$ cat src/mer_pkg.sv
// shared constants, codes and controller/datapath handshake types for the ellipse rasterizer
package mer_pkg;

  localparam int RADIUS_BITS_DEF = 10;
  localparam int CTR_W           = 11;
  localparam int RAD_W           = 10;
  localparam int PT_W            = 12;

  // item kind codes
  localparam logic KIND_START = 1'b0;
  localparam logic KIND_STEP  = 1'b1;

  // multiplier operand pairs
  typedef enum logic [2:0] {
    MUL_RXRX,
    MUL_RYRY,
    MUL_RX2RY,
    MUL_AA,
    MUL_RY2P,
    MUL_BB,
    MUL_RX2P,
    MUL_RX2RY2
  } mer_mul_t;

  // datapath register update ops
  typedef enum logic [3:0] {
    OP_NONE,
    OP_SAVE_RX2,
    OP_SAVE_RY2,
    OP_START,
    OP_STEP,
    OP_STEP_DEC,
    OP_CLOSE,
    OP_ACC_LOAD,
    OP_ACC_ADD,
    OP_R2_SET
  } mer_op_t;

  typedef struct packed {
    logic       load_geom;
    mer_mul_t   mul;
    mer_op_t    op;
    logic [1:0] quad;
  } mer_cmd_t;

  typedef struct packed {
    logic need_r2;
    logic active;
  } mer_status_t;

endpackage

$ cat src/mer_in_if.sv
// input item channel: start or step request with centre and radii
interface mer_in_if;
  import mer_pkg::*;

  logic                    valid;
  logic                    ready;
  logic                    kind;
  logic signed [CTR_W-1:0] center_x;
  logic signed [CTR_W-1:0] center_y;
  logic [RAD_W-1:0]        x_radius;
  logic [RAD_W-1:0]        y_radius;

  modport source (
    output valid, kind, center_x, center_y, x_radius, y_radius,
    input  ready
  );

  modport sink (
    input  valid, kind, center_x, center_y, x_radius, y_radius,
    output ready
  );

endinterface

$ cat src/mer_out_if.sv
// result item channel: one plotted point with step flags
interface mer_out_if;
  import mer_pkg::*;

  logic                   valid;
  logic                   ready;
  logic signed [PT_W-1:0] point_x;
  logic signed [PT_W-1:0] point_y;
  logic                   last_of_step;
  logic                   finished;

  modport source (
    output valid, point_x, point_y, last_of_step, finished,
    input  ready
  );

  modport sink (
    input  valid, point_x, point_y, last_of_step, finished,
    output ready
  );

endinterface

$ cat src/midpoint_ellipse_rasterizer.sv
// midpoint ellipse rasterizer top level: handshake channels around controller and datapath
// start item: busy through the init states, and the region two states when it opens there; no result
// step item: four points after the STEP2 and CHK states, one point per cycle while the sink is ready
// the step that enters region two also runs the region two setup states before its points
// a new item waits for the decision update, the region check and all four points of the last
// a step while no ellipse is active is taken while idle, leaves the block idle and gives no result
// synchronous active-low reset: no ellipse active, region one, position and slopes cleared
module midpoint_ellipse_rasterizer #(
  parameter int RADIUS_BITS = mer_pkg::RADIUS_BITS_DEF
) (
  input  logic             clk,
  input  logic             rst_n,
  mer_in_if.sink           in_item,
  mer_out_if.source        out_item
);
  import mer_pkg::*;

  // command and status between the sequencer and the arithmetic
  mer_cmd_t    cmd;
  mer_status_t st;

  // sequencer: one item at a time, ready only when idle
  mer_ctrl u_ctrl (
    .clk       (clk),
    .rst_n     (rst_n),
    .in_valid  (in_item.valid),
    .in_kind   (in_item.kind),
    .in_ready  (in_item.ready),
    .out_valid (out_item.valid),
    .out_ready (out_item.ready),
    .st        (st),
    .cmd       (cmd)
  );

  // datapath: geometry, squared radii, slopes, decision and the point adders
  mer_datapath #(
    .RADIUS_BITS (RADIUS_BITS)
  ) u_datapath (
    .clk          (clk),
    .rst_n        (rst_n),
    .in_center_x  (in_item.center_x),
    .in_center_y  (in_item.center_y),
    .in_x_radius  (in_item.x_radius),
    .in_y_radius  (in_item.y_radius),
    .cmd          (cmd),
    .st           (st),
    .point_x      (out_item.point_x),
    .point_y      (out_item.point_y),
    .last_of_step (out_item.last_of_step),
    .finished     (out_item.finished)
  );

endmodule

$ cat src/mer_ctrl.sv
// sequencing state machine for the ellipse rasterizer
module mer_ctrl (
  input  logic                 clk,
  input  logic                 rst_n,
  input  logic                 in_valid,
  input  logic                 in_kind,
  output logic                 in_ready,
  output logic                 out_valid,
  input  logic                 out_ready,
  input  mer_pkg::mer_status_t st,
  output mer_pkg::mer_cmd_t    cmd
);
  import mer_pkg::*;

  typedef enum logic [4:0] {
    S_IDLE,
    S_INIT0,
    S_INIT1,
    S_INIT2,
    S_INIT3,
    S_STEP2,
    S_CHK,
    S_R2_0,
    S_R2_1,
    S_R2_2,
    S_R2_3,
    S_R2_4,
    S_R2_5,
    S_EMIT0,
    S_EMIT1,
    S_EMIT2,
    S_EMIT3
  } state_t;

  state_t state_r, state_nxt;
  logic   from_step_r, from_step_nxt;

  assign in_ready  = (state_r == S_IDLE);
  assign out_valid = (state_r == S_EMIT0) || (state_r == S_EMIT1) ||
                     (state_r == S_EMIT2) || (state_r == S_EMIT3);

  always_comb begin
    state_nxt     = state_r;
    from_step_nxt = from_step_r;
    cmd.load_geom = 1'b0;
    cmd.mul       = MUL_AA;
    cmd.op        = OP_NONE;
    cmd.quad      = 2'd0;
    unique case (state_r)
      S_IDLE: begin
        if (in_valid) begin
          if (in_kind == KIND_START) begin
            cmd.load_geom = 1'b1;
            from_step_nxt = 1'b0;
            state_nxt     = S_INIT0;
          end else if (st.active) begin
            cmd.op        = OP_STEP;
            from_step_nxt = 1'b1;
            state_nxt     = S_STEP2;
          end
        end
      end
      S_INIT0: begin
        cmd.mul   = MUL_RXRX;
        state_nxt = S_INIT1;
      end
      S_INIT1: begin
        cmd.mul   = MUL_RYRY;
        cmd.op    = OP_SAVE_RX2;
        state_nxt = S_INIT2;
      end
      S_INIT2: begin
        cmd.mul   = MUL_RX2RY;
        cmd.op    = OP_SAVE_RY2;
        state_nxt = S_INIT3;
      end
      S_INIT3: begin
        cmd.op    = OP_START;
        state_nxt = S_CHK;
      end
      S_STEP2: begin
        cmd.op    = OP_STEP_DEC;
        state_nxt = S_CHK;
      end
      S_CHK: begin
        if (st.need_r2) begin
          state_nxt = S_R2_0;
        end else begin
          cmd.op    = OP_CLOSE;
          state_nxt = from_step_r ? S_EMIT0 : S_IDLE;
        end
      end
      S_R2_0: begin
        cmd.mul   = MUL_AA;
        state_nxt = S_R2_1;
      end
      S_R2_1: begin
        cmd.mul   = MUL_RY2P;
        state_nxt = S_R2_2;
      end
      S_R2_2: begin
        cmd.mul   = MUL_BB;
        cmd.op    = OP_ACC_LOAD;
        state_nxt = S_R2_3;
      end
      S_R2_3: begin
        cmd.mul   = MUL_RX2P;
        state_nxt = S_R2_4;
      end
      S_R2_4: begin
        cmd.mul   = MUL_RX2RY2;
        cmd.op    = OP_ACC_ADD;
        state_nxt = S_R2_5;
      end
      S_R2_5: begin
        cmd.op    = OP_R2_SET;
        state_nxt = S_CHK;
      end
      S_EMIT0: begin
        cmd.quad = 2'd0;
        if (out_ready) state_nxt = S_EMIT1;
      end
      S_EMIT1: begin
        cmd.quad = 2'd1;
        if (out_ready) state_nxt = S_EMIT2;
      end
      S_EMIT2: begin
        cmd.quad = 2'd2;
        if (out_ready) state_nxt = S_EMIT3;
      end
      S_EMIT3: begin
        cmd.quad = 2'd3;
        if (out_ready) state_nxt = S_IDLE;
      end
      default: state_nxt = S_IDLE;
    endcase
  end

  always_ff @(posedge clk) begin
    if (!rst_n) begin
      state_r     <= S_IDLE;
      from_step_r <= 1'b0;
    end else begin
      state_r     <= state_nxt;
      from_step_r <= from_step_nxt;
    end
  end

  a_no_overlap: assert property (@(posedge clk) disable iff (!rst_n)
    !(in_ready && out_valid))
    else $error("input taken while a point is pending");

  a_idle_step_silent: assert property (@(posedge clk) disable iff (!rst_n)
    (in_ready && in_valid && in_kind == KIND_STEP && !st.active) |=> in_ready)
    else $error("step on an inactive ellipse left idle");

  a_last_point_done: assert property (@(posedge clk) disable iff (!rst_n)
    (state_r == S_EMIT3 && out_ready) |=> (in_ready && !out_valid))
    else $error("no return to idle after the fourth point");

endmodule

$ cat src/mer_datapath.sv
// position, slope and decision registers with a shared multiplier
module mer_datapath #(
  parameter int RADIUS_BITS = mer_pkg::RADIUS_BITS_DEF
) (
  input  logic                             clk,
  input  logic                             rst_n,
  input  logic signed [mer_pkg::CTR_W-1:0] in_center_x,
  input  logic signed [mer_pkg::CTR_W-1:0] in_center_y,
  input  logic [mer_pkg::RAD_W-1:0]        in_x_radius,
  input  logic [mer_pkg::RAD_W-1:0]        in_y_radius,
  input  mer_pkg::mer_cmd_t                cmd,
  output mer_pkg::mer_status_t             st,
  output logic signed [mer_pkg::PT_W-1:0]  point_x,
  output logic signed [mer_pkg::PT_W-1:0]  point_y,
  output logic                             last_of_step,
  output logic                             finished
);
  import mer_pkg::*;

  localparam int RW  = RADIUS_BITS;
  localparam int SQW = 2 * RW;
  localparam int SW  = 3 * RW + 4;
  localparam int DW  = 4 * RW + 8;
  localparam int PXW = RW + 1;
  localparam int PYW = RW + 2;
  localparam int MW  = 2 * RW + 6;
  localparam int PW  = 2 * MW;

  logic signed [CTR_W-1:0] cx_r, cx_nxt, cy_r, cy_nxt;
  logic [RW-1:0]           rx_r, rx_nxt, ry_r, ry_nxt;
  logic [SQW-1:0]          rx2_r, rx2_nxt, ry2_r, ry2_nxt;
  logic signed [PW-1:0]    prod_r, prod_nxt;
  logic signed [DW-1:0]    acc_r, acc_nxt;
  logic [PXW-1:0]          pos_x_r, pos_x_nxt, ex_r, ex_nxt;
  logic signed [PYW-1:0]   pos_y_r, pos_y_nxt, ey_r, ey_nxt;
  logic signed [SW-1:0]    sx_r, sx_nxt, sy_r, sy_nxt;
  logic signed [DW-1:0]    dec_r, dec_nxt;
  logic                    in_r2_r, in_r2_nxt, active_r, active_nxt, br_r, br_nxt;

  logic signed [MW-1:0] opa, opb, a_s, b_s;
  logic signed [SW-1:0] ry2x2_s, rx2x2_s;
  logic signed [DW-1:0] rx2_d, ry2_d, sx_d, sy_d, prod_d, term_d;
  logic [31:0]          px_w, py_w;

  // 2x+1 and y-1 for the region two starting decision
  assign a_s     = $signed(MW'({pos_x_r, 1'b1}));
  assign b_s     = MW'(pos_y_r) - MW'(1);
  assign ry2x2_s = $signed(SW'({ry2_r, 1'b0}));
  assign rx2x2_s = $signed(SW'({rx2_r, 1'b0}));
  assign rx2_d   = $signed(DW'(rx2_r));
  assign ry2_d   = $signed(DW'(ry2_r));
  assign sx_d    = DW'(sx_r);
  assign sy_d    = DW'(sy_r);
  assign prod_d  = DW'(prod_r);

  always_comb begin
    unique case (cmd.mul)
      MUL_RXRX: begin
        opa = $signed(MW'(rx_r));
        opb = $signed(MW'(rx_r));
      end
      MUL_RYRY: begin
        opa = $signed(MW'(ry_r));
        opb = $signed(MW'(ry_r));
      end
      MUL_RX2RY: begin
        opa = $signed(MW'(rx2_r));
        opb = $signed(MW'(ry_r));
      end
      MUL_AA: begin
        opa = a_s;
        opb = a_s;
      end
      MUL_RY2P: begin
        opa = $signed(MW'(ry2_r));
        opb = MW'(prod_r);
      end
      MUL_BB: begin
        opa = b_s;
        opb = b_s;
      end
      MUL_RX2P: begin
        opa = $signed(MW'(rx2_r));
        opb = MW'(prod_r);
      end
      MUL_RX2RY2: begin
        opa = $signed(MW'(rx2_r));
        opb = $signed(MW'(ry2_r));
      end
      default: begin
        opa = a_s;
        opb = a_s;
      end
    endcase
  end

  assign prod_nxt = opa * opb;

  // decision increment for the move taken in the previous cycle
  always_comb begin
    if (!in_r2_r) begin
      term_d = br_r ? (sx_d + ry2_d) : (sx_d - sy_d + ry2_d);
    end else begin
      term_d = br_r ? (rx2_d - sy_d) : (sx_d - sy_d + rx2_d);
    end
  end

  always_comb begin
    cx_nxt     = cx_r;
    cy_nxt     = cy_r;
    rx_nxt     = rx_r;
    ry_nxt     = ry_r;
    rx2_nxt    = rx2_r;
    ry2_nxt    = ry2_r;
    acc_nxt    = acc_r;
    pos_x_nxt  = pos_x_r;
    pos_y_nxt  = pos_y_r;
    ex_nxt     = ex_r;
    ey_nxt     = ey_r;
    sx_nxt     = sx_r;
    sy_nxt     = sy_r;
    dec_nxt    = dec_r;
    in_r2_nxt  = in_r2_r;
    active_nxt = active_r;
    br_nxt     = br_r;
    if (cmd.load_geom) begin
      cx_nxt = in_center_x;
      cy_nxt = in_center_y;
      rx_nxt = RW'(32'(in_x_radius));
      ry_nxt = RW'(32'(in_y_radius));
    end
    case (cmd.op)
      OP_SAVE_RX2: rx2_nxt = SQW'(prod_r);
      OP_SAVE_RY2: ry2_nxt = SQW'(prod_r);
      OP_START: begin
        pos_x_nxt  = '0;
        pos_y_nxt  = $signed(PYW'(ry_r));
        sx_nxt     = '0;
        sy_nxt     = SW'(prod_r) <<< 1;
        dec_nxt    = ((ry2_d - prod_d) <<< 2) + rx2_d;
        in_r2_nxt  = 1'b0;
        active_nxt = 1'b1;
      end
      OP_STEP: begin
        ex_nxt = pos_x_r;
        ey_nxt = pos_y_r;
        if (!in_r2_r) begin
          pos_x_nxt = pos_x_r + PXW'(1);
          sx_nxt    = sx_r + ry2x2_s;
          br_nxt    = dec_r[DW-1];
          if (!dec_r[DW-1]) begin
            pos_y_nxt = pos_y_r - PYW'(1);
            sy_nxt    = sy_r - rx2x2_s;
          end
        end else begin
          pos_y_nxt = pos_y_r - PYW'(1);
          sy_nxt    = sy_r - rx2x2_s;
          br_nxt    = (dec_r > 0);
          if (!(dec_r > 0)) begin
            pos_x_nxt = pos_x_r + PXW'(1);
            sx_nxt    = sx_r + ry2x2_s;
          end
        end
      end
      OP_STEP_DEC: dec_nxt = dec_r + (term_d <<< 2);
      OP_CLOSE: begin
        if (in_r2_r && pos_y_r[PYW-1]) active_nxt = 1'b0;
      end
      OP_ACC_LOAD: acc_nxt = prod_d;
      OP_ACC_ADD:  acc_nxt = acc_r + (prod_d <<< 2);
      OP_R2_SET: begin
        dec_nxt   = acc_r - (prod_d <<< 2);
        in_r2_nxt = 1'b1;
      end
      default: ;
    endcase
  end

  always_ff @(posedge clk) begin
    if (!rst_n) begin
      active_r <= 1'b0;
      in_r2_r  <= 1'b0;
      pos_x_r  <= '0;
      pos_y_r  <= '0;
      sx_r     <= '0;
      sy_r     <= '0;
      dec_r    <= '0;
    end else begin
      active_r <= active_nxt;
      in_r2_r  <= in_r2_nxt;
      pos_x_r  <= pos_x_nxt;
      pos_y_r  <= pos_y_nxt;
      sx_r     <= sx_nxt;
      sy_r     <= sy_nxt;
      dec_r    <= dec_nxt;
    end
  end

  always_ff @(posedge clk) begin
    cx_r   <= cx_nxt;
    cy_r   <= cy_nxt;
    rx_r   <= rx_nxt;
    ry_r   <= ry_nxt;
    rx2_r  <= rx2_nxt;
    ry2_r  <= ry2_nxt;
    prod_r <= prod_nxt;
    acc_r  <= acc_nxt;
    ex_r   <= ex_nxt;
    ey_r   <= ey_nxt;
    br_r   <= br_nxt;
  end

  assign st.need_r2 = !in_r2_r && !(sx_r < sy_r);
  assign st.active  = active_r;

  // mirrored point, wrapped to the output width
  assign px_w = $unsigned(32'(cx_r)) + (cmd.quad[0] ? -$unsigned(32'(ex_r)) : 32'(ex_r));
  assign py_w = $unsigned(32'(cy_r)) + (cmd.quad[1] ? -$unsigned(32'(ey_r)) : $unsigned(32'(ey_r)));

  assign point_x      = $signed(px_w[PT_W-1:0]);
  assign point_y      = $signed(py_w[PT_W-1:0]);
  assign last_of_step = (cmd.quad == 2'd3);
  assign finished     = !active_r;

  a_r2_slopes: assert property (@(posedge clk) disable iff (!rst_n)
    in_r2_r |-> !(sx_r < sy_r))
    else $error("region two with slope_x below slope_y");

  a_end_in_r2: assert property (@(posedge clk) disable iff (!rst_n)
    ($fell(active_r) && $past(rst_n)) |-> (in_r2_r && pos_y_r[PYW-1]))
    else $error("ellipse ended outside region two");

  a_r1_y_nonneg: assert property (@(posedge clk) disable iff (!rst_n)
    !in_r2_r |-> !pos_y_r[PYW-1])
    else $error("negative y while still in region one");

endmodule

$ cat src/flat_wrapper.sv
// flat-port wrapper written by rule: the top's interface ports become plain ports
module midpoint_ellipse_rasterizer_flat import mer_pkg::*;
#(
  parameter int RADIUS_BITS = mer_pkg::RADIUS_BITS_DEF
)
  (clk, rst_n, in_item_valid, in_item_kind, in_item_center_x, in_item_center_y, in_item_x_radius, in_item_y_radius, in_item_ready, out_item_valid, out_item_point_x, out_item_point_y, out_item_last_of_step, out_item_finished, out_item_ready);
  mer_in_if in_item_i ();
  mer_out_if out_item_i ();
  input  logic clk;
  input  logic rst_n;
  input wire logic [$bits(in_item_i.valid)-1:0] in_item_valid;
  input wire logic [$bits(in_item_i.kind)-1:0] in_item_kind;
  input wire logic [$bits(in_item_i.center_x)-1:0] in_item_center_x;
  input wire logic [$bits(in_item_i.center_y)-1:0] in_item_center_y;
  input wire logic [$bits(in_item_i.x_radius)-1:0] in_item_x_radius;
  input wire logic [$bits(in_item_i.y_radius)-1:0] in_item_y_radius;
  output wire logic [$bits(in_item_i.ready)-1:0] in_item_ready;
  output wire logic [$bits(out_item_i.valid)-1:0] out_item_valid;
  output wire logic [$bits(out_item_i.point_x)-1:0] out_item_point_x;
  output wire logic [$bits(out_item_i.point_y)-1:0] out_item_point_y;
  output wire logic [$bits(out_item_i.last_of_step)-1:0] out_item_last_of_step;
  output wire logic [$bits(out_item_i.finished)-1:0] out_item_finished;
  input wire logic [$bits(out_item_i.ready)-1:0] out_item_ready;
  assign in_item_i.valid = in_item_valid;
  assign in_item_i.kind = in_item_kind;
  assign in_item_i.center_x = in_item_center_x;
  assign in_item_i.center_y = in_item_center_y;
  assign in_item_i.x_radius = in_item_x_radius;
  assign in_item_i.y_radius = in_item_y_radius;
  assign in_item_ready = in_item_i.ready;
  assign out_item_valid = out_item_i.valid;
  assign out_item_point_x = out_item_i.point_x;
  assign out_item_point_y = out_item_i.point_y;
  assign out_item_last_of_step = out_item_i.last_of_step;
  assign out_item_finished = out_item_i.finished;
  assign out_item_i.ready = out_item_ready;
  midpoint_ellipse_rasterizer #(.RADIUS_BITS(RADIUS_BITS)) u_core (.clk(clk), .rst_n(rst_n), .in_item(in_item_i), .out_item(out_item_i));
endmodule
$ cat config.mk
export PLATFORM = sky130hd
export DESIGN_NAME = midpoint_ellipse_rasterizer_flat
export DESIGN_NICKNAME = d
export VERILOG_FILES = /design/src/mer_pkg.sv /design/src/mer_in_if.sv /design/src/mer_out_if.sv /design/src/midpoint_ellipse_rasterizer.sv /design/src/mer_ctrl.sv /design/src/mer_datapath.sv /design/src/flat_wrapper.sv
export SDC_FILE = /design/constraint.sdc
export NUM_CORES = 2
export LEC_CHECK = 0
export ABC_AREA = 1
export BUFFER_PORTS_ARGS = -buffer_cell sky130_fd_sc_hd__buf_2
export CAP_MARGIN = 20
export CELL_PAD_IN_SITES_DETAIL_PLACEMENT = 1
export CELL_PAD_IN_SITES_GLOBAL_PLACEMENT = 2
export CORE_MARGIN = 1.5
export CORE_UTILIZATION = 35
export CTS_BUF_LIST = sky130_fd_sc_hd__clkbuf_16
export DETAILED_ROUTE_END_ITERATION = 10
export GPL_ROUTABILITY_DRIVEN = 0
export HOLD_SLACK_MARGIN = 0.08
export PLACE_DENSITY = 0.78
export SYNTH_ARGS = -nofsm -noshare
export SYNTH_HDL_FRONTEND = slang
export SYNTH_SLANG_ARGS = --single-unit
$ cat constraint.sdc
create_clock -name clk -period 7.8 [get_ports clk]
set_clock_uncertainty 0.15 [all_clocks]
set_input_delay 1.56 -clock clk [delete_from_list [all_inputs] [get_ports clk]]
set_output_delay 1.56 -clock clk [all_outputs]
set_load 0.05 [all_outputs]
[Word level (Yosys, flattened, before mapping)]
Cells that the tools add are included.
Word-level totals
  input bits: 47
  register bits: 349
  word-level logic and storage cells: 156
Operators by class
  magnitude comparators: 2
  $mul: 1
  add/sub/neg operators: 19
  reduce and logical (&&, ||, !) cells: 24
  muxes and demuxes: 47
  eq/ne operators: 43
Operator list (number)
  case mux 26 bit (6 select lines): 2
  case mux 48 bit (3 select lines): 1
  two-way mux 46 bit: 3
  two-way mux 34 bit: 4
  case mux 34 bit (2 select lines): 2
  adder 48 bit: 2
  case mux 48 bit (2 select lines): 1
  case mux 5 bit (15 select lines): 1
  adder 35 x 21 -> 36 bit: 2
  adder 48 x 21 -> 48 bit: 1
  > comparator 48 x 1 -> 1 bit (second input constant): 1
  multiplier 26 x 26 -> 48 bit: 1
  two-way mux 12 bit: 4
  subtractor 48 bit: 1
  subtractor 21 x 46 -> 46 bit: 1
  == test 5 x 4 -> 1 bit (second input constant): 8
  case mux 4 bit (9 select lines): 1
  adder 34 x 21 -> 35 bit: 1
  two-way mux 5 bit: 7
  subtractor 21 x 34 -> 35 bit: 1
  subtractor 34 x 34 -> 35 bit: 1
  adder 34 x 22 -> 34 bit: 1
  < comparator 34 bit: 1
  subtractor 34 x 22 -> 34 bit: 1
  43 further kinds: 87

[Longest topological paths before layout]
  depth after elaboration: 8
  gate-level depth with buffers: 44
  depth with buffers taken out: 44

[Cells and area by module]
Synthesis repeated with hierarchy kept, for this count alone.
Second synthesis, totals
  cells, all modules: 8691
  area, all modules: 60354.1 um^2
By module, submodules not included
  mer_datapath: instances 1, cells each 8577, area an instance 59642.2 um^2, seq. area each 8368.0 um^2
  mer_ctrl: instances 1, cells each 114, area an instance 711.9 um^2, seq. area each 120.1 um^2

[Worst setup path after synthesis]
OpenSTA, ideal clock, no wires.
  kind: register to register
  from: reg u_core.u_ctrl.state_r[4]
  to: reg u_core.u_datapath.prod_r[47]
  cell stages (with the launch flop): 40
  buffers on the path: 1
  clock period less this slack: 8469 ps
  required time: 7529 ps
  arrival time: 8198 ps
  path slack: -669 ps
  path through: dfxtp_1 inv_2 nand2_1 nor2_1 inv_2 nor2_1 inv_1 nand2_1 clkinv_1 o21ai_0 nor2_1 nor2_1 buf_2 nand2_1 fa_1 inv_1 fa_1 inv_1 [4 not listed] fa_1 inv_1 fa_1 inv_1 fa_1 inv_1 ha_1 a21oi_1 inv_1 a31oi_1 o21ai_0 a21oi_1 nand2_1 a21boi_1 o21bai_1 nand2_1 nand3_1 xor2_1
Between the ends
  longest elaborated chain between the ends: 6
RTL lines
  start: declaration: RTL line mer_ctrl.sv:35  | state_t state_r, state_nxt;
  start signal: assignment: RTL line mer_ctrl.sv:144  | state_r <= state_nxt;
  == test 5 x 4 -> 1 bit, or another cell as far along: RTL line mer_ctrl.sv:49  | unique case (state_r)
  case mux 3 bit (7 select lines) (*): RTL line mer_ctrl.sv:49
  == test 3 bit, or another cell as far along: RTL line mer_datapath.sv:57  | unique case (cmd.mul)
  OR reduction 3 bit (no source line) / OR reduction 2 bit (equally long branches)
  case mux 26 bit (6 select lines): RTL line mer_datapath.sv:57
  multiplier 26 x 26 -> 48 bit (*): RTL line mer_datapath.sv:97  | assign prod_nxt = opa * opb;
  net u_core.u_datapath.prod_nxt[47]: RTL line mer_datapath.sv:32  | logic signed [PW-1:0] prod_r, prod_nxt;
  end signal: assignment: RTL line mer_datapath.sv:206  | prod_r <= prod_nxt;
  end: declaration: RTL line mer_datapath.sv:32
Mark *: on every way through the listed nets, which the timed path passes. The rest lies on a longest branch.
A chain may end at the register's enable or synchronous reset.

[Worst setup path in the final report]
  from: reg u_core.u_ctrl.state_r[0]
  to: reg u_core.u_datapath.prod_r[33]
The elaborated chain is that of the path after synthesis.

==> flow_summary.ini <==
[run_status]
status = finished with violations
failed_checks = negative setup slack

[cts]
cts.path.max_buffers = 3
clkSinkCount = 347
insertion_delay_ns = 0.66
cts_htree_levels = 2
cts_tree = done
cts.hold.buffers_added = 0
ctsRootBufferMaster = sky130_fd_sc_hd__clkbuf_16
tritoncts.num_buffers = 46
cts.clk_slew.worst_paths_ns = 0.07

[place]
preCtsSetupSlack_ns = -0.714
dp_hpwl_um = 227000
number_of_buffers_added_on_ports = 74

[global_routing]
grt_pass1_vias = 65400
globalRouteOverflowTotal = 0
globalRouteMet1Util = 0.377
grt_util_met2 = 0.543
largest_net_degree_at_the_start_of_global_routing = 67
met3_usage = 0.0319
grt_antenna_before_repair = 13
global_route.peak_usage_layer = met2
grt.total_usage = 0.307
grt_pass1_wl_um = 403000

[sta]
slew-limit-headroom = 0.251
final.min_clock_period_ns = 8.25
post-route-worst-setup-slack_ns = -0.446
tightestPinTransition_ns = 1.11
report.final.hold_viol_count = 0
grt_setup_unrepaired = yes
drv_slew = 0
finalSetupViolCount = 19
min_period_over_period = 1.06
timing.fmax_ghz = 0.121

[power]
vdd.ir_drop.worst_mv = 0.328
report.power.total_mw = 26.1
p_leak_nw = 36.3
power.density_mw_per_mm2 = 365

[yosys]
synth_seq_area_share = 0.143
synth.area.mux_share = 0.000380
post_synth_fa_ha_maj_area_fraction = 0.310
dominant_synthesized_flop_cell = sky130_fd_sc_hd__dfxtp_1
synth.ff_latch_count = 347
synthArstFlopShare = 0
synth_enable_flop_cells = 154
synthDominantAreaCellType = sky130_fd_sc_hd__fa_1
synth_compound_area_frac = 0.144
synthesis.instances = 8494
synth_area_per_cell_um2 = 6.97
count_of_distinct_cell_types_in_the_synthesized_netlist = 75
synthesis.area_mm2 = 0.0592
post_synthesis_share_of_cell_area_spent_on_xor_and_xnor_gates = 0.0364
main_combinational_cell_family_by_area_after_synthesis = adder cells
synth-warning-count = 0
post_synth_and_or_nand_nor_area_fraction = 0.243
synthDominantCellAreaShare = 0.207
biggest_area_contributors_in_the_synthesized_netlist = sky130_fd_sc_hd__fa_1 (21%), sky130_fd_sc_hd__nand2_1 (12%), sky130_fd_sc_hd__inv_1 (10%)

[worst_setup_path]
cp_most_frequent_cell = sky130_fd_sc_hd__fa_1
criticalPathCategory = reg2reg
cp-start-kind = flip-flop
maximum_single_stage_delay_on_the_critical_path_ns = 0.54
timing.reg2reg.setup_slack_ns = -0.45
end_kind = flip-flop
cp_slowest_cell = sky130_fd_sc_hd__fa_1
r2r_end = u_core.u_datapath.prod_r[33]
worst-path-max-fanout = 10
rr_worst_depth = 40
worstPathArrival_ns = 8.68
critical_path_required_ns = 8.24
reg2reg_from = u_core.u_ctrl.state_r[0]

[finish]
syn_to_final_growth_pct = 20.6
post_route_cells_drive_above_1_share = 0.167
final-seq-area_mm2 = 0.00850
fillerInstances = 21100
finalNetCount = 10300
multi_input_comb_area_mm2 = 0.0453

[hold_path]
worst_hold_startpoint = u_core.u_datapath.pos_x_r[5]
min_path_type = reg2reg
hold-path-endpoint = u_core.u_datapath.ex_r[5]
hold_path_depth = 0

[floorplan]
die_y_um = 414
coreArea_mm2 = 0.168
die_x_um = 414
floorplan.die_area_mm2 = 0.172
row_count = 150
io_pins = 75
effective_utilization_at_floorplan = 0.353

[drt]
drc = 0
avgRoutedWirePerCell_um = 23.7
antenna_left = 0
routed-via-count = 61100
wirelength_um = 270000
first_iter_violations = 3944
via_density = 5.35
first_pass_iters = 7

[job]
cap_viol_max_count = 0
where the power goes:
part           switching (mW)  internal (mW)
registers               0.325           2.26
logic                    14.1           7.15
clock network            1.01           1.19
layout by cell type (no fill, tap or decap), drive strengths merged, types with 154 or more instances in the layout:
cell,n
inv,1702
nand2,1874
xor2,170
a21oi,650
fa,612
ha,487
nand3,379
edfxtp,154
nor2,802
dfxtp,193
o21ai,509
buf,826
flip-flops by register name (all words and copies together), names as in the netlist, 12 cells and up:
signal / count
u_core.u_datapath.ey_r: 12
u_core.u_datapath.sy_r: 33
u_core.u_datapath.acc_r: 48
u_core.u_datapath.rx2_r: 20
u_core.u_datapath.pos_y_r: 12
u_core.u_datapath.dec_r: 48
u_core.u_datapath.prod_r: 48
u_core.u_datapath.sx_r: 33
u_core.u_datapath.ry2_r: 20
worst max-delay path by stage:
stage,slack [ns],cells past startpoint,to,startpoint
final,-0.45,40,u_core.u_datapath.prod_r[33],u_core.u_ctrl.state_r[0]
after global routing,-0.71,41,u_core.u_datapath.prod_r[33],u_core.u_ctrl.state_r[0]
after CTS,-0.11,45,u_core.u_datapath.prod_r[33],u_core.u_datapath.pos_y_r[0]
after detailed placement,-0.71,37,u_core.u_datapath.prod_r[44],u_core.u_ctrl.state_r[4]
after global placement,-0.49,40,u_core.u_datapath.prod_r[46],u_core.u_ctrl.state_r[4]
after floorplan,0.02,34,u_core.u_datapath.prod_r[45],u_core.u_ctrl.state_r[4]
cell type report:
cell class	instances	area share
clock buffers	48	0.0168
inverters	1705	0.0904
flip-flops and latches	347	0.119
multi-input cells	6246	0.635
well taps	2204	0.0386
repair buffers	831	0.0963
diodes	1	0.0000350
clock inverters	36	0.00382
layer usage:
layer / wire length (um) / share of wire
met1: 112000 / 0.41
met2: 132000 / 0.49
met3: 12400 / 0.046
met4: 13900 / 0.052
met5: 23 / 0.000085
synthesized netlist by cell type, types with 33 or more instances:
library cell               count
sky130_fd_sc_hd__xnor2_1      73
sky130_fd_sc_hd__edfxtp_1    154
sky130_fd_sc_hd__inv_2        42
sky130_fd_sc_hd__nand2_1    1834
sky130_fd_sc_hd__nor4_1       36
sky130_fd_sc_hd__fa_1        612
sky130_fd_sc_hd__nor2_1      764
sky130_fd_sc_hd__clkbuf_1    141
sky130_fd_sc_hd__ha_1        487
sky130_fd_sc_hd__buf_2        38
sky130_fd_sc_hd__nand2_2      33
sky130_fd_sc_hd__o21ai_0     491
sky130_fd_sc_hd__o211ai_1     60
sky130_fd_sc_hd__o21bai_1     33
sky130_fd_sc_hd__a31oi_1      65
sky130_fd_sc_hd__nor3_1       84
sky130_fd_sc_hd__dfxtp_1     193
sky130_fd_sc_hd__a21oi_1     645
sky130_fd_sc_hd__xor2_1      168
sky130_fd_sc_hd__inv_1      1648
sky130_fd_sc_hd__or2_2        73
sky130_fd_sc_hd__nand4_1      88
sky130_fd_sc_hd__nand3_1     369
critical path: cells and delay by family (launching register included):
family                     cells  cell delay (ns)
xor gates and xnor gates       1             0.16
adders and majority gates      8             3.81
AOI/OAI and AO/OA              3             0.50
and+or+nand+nor               13             1.43
DFF                            1             0.36
buffers and inverters         15             1.74
through the flow:
step	TNS [ns]	hold WS (ns)	cells	instance area (um^2)	utilization
6_report	-3.89	0.330	11400	71400	0.426
5_1_grt	-9.55	0.339	11400	71400	0.426
4_1_cts	-0.656	0.333	11400	70000	0.417
3_5_place_dp	-12.62	0.322	11200	66700	0.398
3_3_place_gp	-7.97	0.305	11200	66700	0.398
2_1_floorplan	0	0.275	8496	59200	-
kinds of logic after synthesis:
group,after synthesis
flops,347
compound gates,1514
fa+ha+maj,1099
other cells,2
mux,2
xor+xnor,243
simple gates,3384
buf+inv,1903
repair_timing:
item	in CTS	in global routing
endpoints found under the setup margin	28	33
gates cloned	0	1
resized for setup	317	284
pin swaps	124	149
setup buffers	75	59
Note: power is estimated with default switching activity, not from simulation.
